File: config.mk
export PLATFORM = sky130hd
export DESIGN_NAME = dfq_cell
export DESIGN_NICKNAME = d
export VERILOG_FILES = /design/src/hdl/dfq_pkg.sv /design/src/hdl/dfq_cell.sv
export SDC_FILE = /design/constraint.sdc
export NUM_CORES = 1
export LEC_CHECK = 0
export BUFFER_PORTS_ARGS = -buffer_cell sky130_fd_sc_hd__buf_2
export CAP_MARGIN = 15
export CORE_AREA = 2 2 253 255
export DETAILED_ROUTE_END_ITERATION = 7
export DIE_AREA = 0 0 255 257
export HOLD_SLACK_MARGIN = 0.08
export PLACE_DENSITY = 0.44
export SYNTH_ARGS = -nofsm -noshare
export SYNTH_HDL_FRONTEND = slang
export SYNTH_SLANG_ARGS = --single-unit
File: constraint.sdc
create_clock -name clk -period 5.46 [get_ports clk]
set_clock_uncertainty 0.2 [all_clocks]
set_input_delay 1.092 -clock clk [delete_from_list [all_inputs] [get_ports clk]]
set_output_delay 1.092 -clock clk [all_outputs]
set_load 0.01 [all_outputs]
File: src/hdl/dfq_pkg.sv
`default_nettype none
package dfq_pkg;

  // built depth of the key chain
  localparam int DEPTH = 64;
  localparam int CNT_W = $clog2(DEPTH + 1);
  localparam int CAP_W = 7;
  localparam int OCC_W = 7;
  localparam int WIDE_W = (CNT_W > CAP_W) ? CNT_W : CAP_W;

  typedef enum logic [1:0] {
    OP_PUSH     = 2'd0,
    OP_POP      = 2'd1,
    OP_SHUTDOWN = 2'd2,
    OP_NONE     = 2'd3
  } opcode_t;

  typedef enum logic [2:0] {
    STS_OK    = 3'd0,
    STS_DUP   = 3'd1,
    STS_FULL  = 3'd2,
    STS_EMPTY = 3'd3,
    STS_SHUT  = 3'd4
  } status_t;

  typedef struct packed {
    logic [63:0] upper;
    logic [63:0] middle;
    logic [31:0] lower;
  } key_t;

  // per-cell control from the queue controller
  typedef struct packed {
    logic cmp_en;  // capture compare result this cycle
    logic held;    // cell holds a live key
    logic wr;      // load the pushed key
    logic shift;   // take the neighbor's key (pop)
  } cell_ctl_t;

endpackage
`default_nettype wire

File: src/hdl/dfq_cell.sv
`default_nettype none
module dfq_cell (
  input  logic              clk,
  input  logic              rst_n,
  input  dfq_pkg::cell_ctl_t ctl,
  input  dfq_pkg::key_t     cmp_key,
  input  dfq_pkg::key_t     push_key,
  input  dfq_pkg::key_t     next_key,
  output dfq_pkg::key_t     data,
  output logic              match
);
  import dfq_pkg::*;

  key_t data_r;
  key_t data_nxt;
  logic match_r;
  logic match_nxt;

  always_comb begin
    priority if (ctl.wr) begin
      data_nxt = push_key;
    end else if (ctl.shift) begin
      data_nxt = next_key;
    end else begin
      data_nxt = data_r;
    end
  end

  // only live cells may report a match
  assign match_nxt = ctl.cmp_en ? (ctl.held && (data_r == cmp_key)) : match_r;

  always_ff @(posedge clk) begin
    data_r <= data_nxt;
  end

  always_ff @(posedge clk) begin
    if (!rst_n) begin
      match_r <= 1'b0;
    end else begin
      match_r <= match_nxt;
    end
  end

  assign data  = data_r;
  assign match = match_r;

endmodule
`default_nettype wire

* After elaboration in Yosys (flattened, before gate mapping)
Index checks and enable logic that the tools add are counted.
** Word-level totals
- Register bits :: 161
- Bits in latches :: 0
- RAM bits :: 0
- Memory bits (read-only) :: 0
- Bits of input ports :: 486
- Output and inout port bits :: 161
- Logic and storage cells :: 9
- Memories kept :: 0
** Cells by class
- $add $sub $neg :: 0
- Multipliers :: 0
- Div/mod/pow operators :: 0
- Order comparisons :: 0
- Equal/unequal tests :: 1
- Shift operators :: 0
- Muxes and demuxes :: 2
- Bitwise operators :: 0
- Reductions and logical operators :: 2
** Operators with widths (count)
- 2-to-1 mux 160 bit :: 2
- equality test 160 bit :: 1
- nonzero test 2 bit :: 1
- logical AND 1 bit :: 1

* Logic depth before layout (Yosys ltp)
- Depth in word-level cells :: 2
- Mapped depth :: 6
- Mapped depth without buffers :: 6

* Worst setup path after synthesis
OpenSTA, ideal clock, no wires.
- Path type :: input port to flip-flop
- Start point :: input ctl[1] in the netlist's numbering
- End point :: register data_r, in the netlist data[0], enable pin
- Library setup time :: 0.453 ns
- Data arrival time :: 3.947 ns
- Data required time :: 4.807 ns
- Path slack :: 0.861 ns
- Stages :: 4
- Path buffers :: 3
- Cell sequence :: clkbuf_1 clkbuf_1 clkbuf_1 or2_2
** Between the ends
- Word-level cells in the longest chain between the ends :: 1
** RTL lines
- start, declared :: line dfq_cell.sv:5 : input dfq_pkg::cell_ctl_t ctl,
- nonzero test 2 bit (no line)
- end signal, assigned :: line dfq_cell.sv:33 : data_r <= data_nxt;
- end, declared :: line dfq_cell.sv:14 : key_t data_r;
No other way between the ends.
A chain may end at the register's enable or synchronous reset.

* Worst setup path in the final report
- Start point :: input cmp_key[103] in the netlist's numbering
- End point :: register match_r, in the netlist match
** Between the ends
- Word-level cells in the longest chain between the ends :: 2
** RTL lines
- start, declared :: line dfq_cell.sv:6 : input dfq_pkg::key_t cmp_key,
- equality test 160 bit :: line dfq_cell.sv:30 : assign match_nxt = ctl.cmp_en ? (ctl.held && (data_r == cmp_key)) : match_r;
- logical AND 1 bit :: line dfq_cell.sv:30
- end signal, assigned :: line dfq_cell.sv:40 : match_r <= match_nxt;
- end, declared :: line dfq_cell.sv:16 : logic match_r;
No other way between the ends.

==> results.json <==
{
  "cp_max_fo": 1,
  "drc": 0,
  "tightest_slew_ns": 0.8848,
  "overflow": 0,
  "finalHoldViolCount": 0,
  "syn_inst": 637,
  "worst-path-buf-inv": 1,
  "status": "finished clean",
  "synthArstFlopShare_pct": 0,
  "finalNetCount": 1777,
  "tns_ns": 0,
  "maxSlewViolCount": 0,
  "htreeDepth": 4,
  "crit_path_cell_trace": "buf_2 > xor2_1 > nor4_1 > nand4_1 > nor4_1 > nand4_1 > o21ai_2",
  "dominantRegCellSynth": "edfxtp_1",
  "wl_per_cell_um": 19.95,
  "via_per_inst": 3.605,
  "numCtsBuffers": 17,
  "ctsResizeCount": 0,
  "fill_cells": 6872,
  "antenna_found_initial": 6,
  "post_dp_cell_area_um2": 13090,
  "powerDensity_nw_per_um2": 266.4,
  "ys_warn_count": 0,
  "vias": 7755,
  "io_pins": 647,
  "crit_slowest_cell": "nor4_1",
  "hold_path_class": "flop to flop",
  "fin_crit_ns": 3.066,
  "drt_iter0_drc": 287,
  "synth_edf_count": 160,
  "yosysTopAreaCellShare_pct": 54.78,
  "netlist_area_um2": 8771,
  "worstPathRequired_ns": 5.66,
  "rsz0062_at_grt": "false",
  "drive_above_1_share_pct": 64.80,
  "die_area_um2": 65540,
  "ctsHoldBuffers": 0,
  "maxSlewHeadroom_pct": 39.49,
  "cts_tree": "done",
  "drv_cap": 0,
  "initial_core_util_pct": 13.98,
  "irDropWorstVdd_v": 0.0002344,
  "drt_pre_antenna_iters": 5,
  "period_share_pct": 56.15,
  "hpwl_mm": 37.17,
  "crit_path_start_kind": "input port",
  "die_h_um": 257,
  "path_clk_slew_ns": 0.06,
  "finalWirelength_mm": 42.91,
  "total_power_mw": 3.636,
  "grt_first_pass_wirelength_mm": 57.50,
  "cp_top_family": "simple AND/OR/NAND/NOR gates",
  "p_leak_nw": 6.008,
  "final_core_util_pct": 21.76,
  "post_cts.repair.setup_buffers": 0,
  "root_buffer": "clkbuf_16",
  "io_buffers": 646,
  "max_freq_mhz": 326.2,
  "synth_cell_types": 31,
  "ys_ff_latch": 161,
  "die_x_um": 255,
  "grt_max_degree": 81,
  "synth.largest_area_cell": "edfxtp_1",
  "synth_area_leaders": "edfxtp_1 55%, mux2_2 21%, xor2_1 7.8%, nor2b_1 2.5%, inv_1 2.1%",
  "syn_area_per_cell_um2": 13.77,
  "rows": 92,
  "critical_path_class": "input port to flop",
  "area_growth_pct": 55.62,
  "track_usage_pct": 12.78,
  "syn-num-nets": 1123,
  "clockBufferDepth": 2,
  "antenna_left": 0,
  "netlist_top_cells_count": "160 x edfxtp_1, 160 x mux2_2, 78 x xor2_1",
  "setup_viol": 0,
  "clock_latency_ns": 0.47,
  "grt_pass1_vias": 8298,
  "cp.arrival_ns": 3.26,
  "seq_area_frac_synth_pct": 55.01,
  "place_congestion": 0.8742,
  "cpPeakStageDelay_ns": 0.59,
  "fp.coreArea_um2": 62740,
  "cp-end-kind": "flop",
  "design_area_um2": 13650,
  "numClockSinks": 161
}
routing by layer:
layer | routed length [um] | global-route usage (%) | share of wire (%) | vias up
met4 | 584 | 3.428 | 1.4 | 2
met2 | 22260 | 23.23 | 52 | 355
met1 | 17530 | 14.60 | 41 | 3660
met5 | 13 | 0 | 0.030 | -
met3 | 2517 | 3.379 | 5.9 | 30
li1 | - | - | - | 3708
sequential cells by signal, summed over array words and instances (netlist names):
signal / count
data: 160
match: 1
cell families (layout without fill, tap and decap cells):
logic type             count (synthesis)  in the layout  synth area share, %
AO/OA/AOI/OAI                         50             50                4.636
XOR/XNOR                              94             94                9.387
buffers and inverters                 68            735                2.981
flip-flops                           161            161                55.01
multiplexers                         160            160                20.54
other                                  0              1                    0
AND/OR/NAND/NOR                      104            104                7.446
path summary, 6_finish.rpt:
path | from | end | slack, ns | cells past startpoint
max | cmp_key[103] | match | 2.39 | 7
min | match | match | 0.33 | 2
max reg2reg | data[59] | match | 2.61 | 6
min reg2reg | match | match | 0.33 | 2
layout make-up:
class,count,area (um2),share of cell area [%]
clock inverters,15,133.9,0.9808
multi-input cells,408,3687,27.01
flip-flops and latches,161,4825,35.35
clock buffers,17,425.4,3.117
diodes,1,2.502,0.01833
well taps,846,1059,7.755
repair buffers,653,3329,24.39
inverters,50,187.7,1.375
cell usage in the layout, fill, tap and decap left out, types with 12 or more instances in the layout:
master / netlist / final
mux2_2: 160 / 160
nand2b_1: 17 / 17
nand4_1: 12 / 12
buf_2: 5 / 645
nor2b_1: 35 / 35
xor2_1: 78 / 78
nor4_1: 27 / 27
clkbuf_16: 0 / 17
o22ai_1: 18 / 18
inv_1: 50 / 50
edfxtp_1: 160 / 160
xnor2_1: 16 / 16
through the flow:
step,std cells,setup slack (ns),hold slack (ns)
2_1_floorplan,637,0.8606,0.3104
3_3_place_gp,2118,1.741,0.3190
3_5_place_dp,2118,1.685,0.3158
4_1_cts,2150,2.204,0.3272
5_1_grt,2151,2.151,0.3427
6_report,2151,2.394,0.3268
worst reg2reg max path: cells and delay by family (launching register included):
kind,cells,cell delay [ns]
AO/OA/AOI/OAI,2,0.87
flip-flops,1,0.42
AND/OR/NAND/NOR,4,1.28
power by group:
part	switching [mW]	leakage, nW	internal [mW]	total (mW)
registers	0.115	1.64	1.52	1.64
logic	0.414	4.11	0.394	0.807
clock network	0.559	0.262	0.629	1.19
No activity file was read; power rests on OpenSTA's default activity.
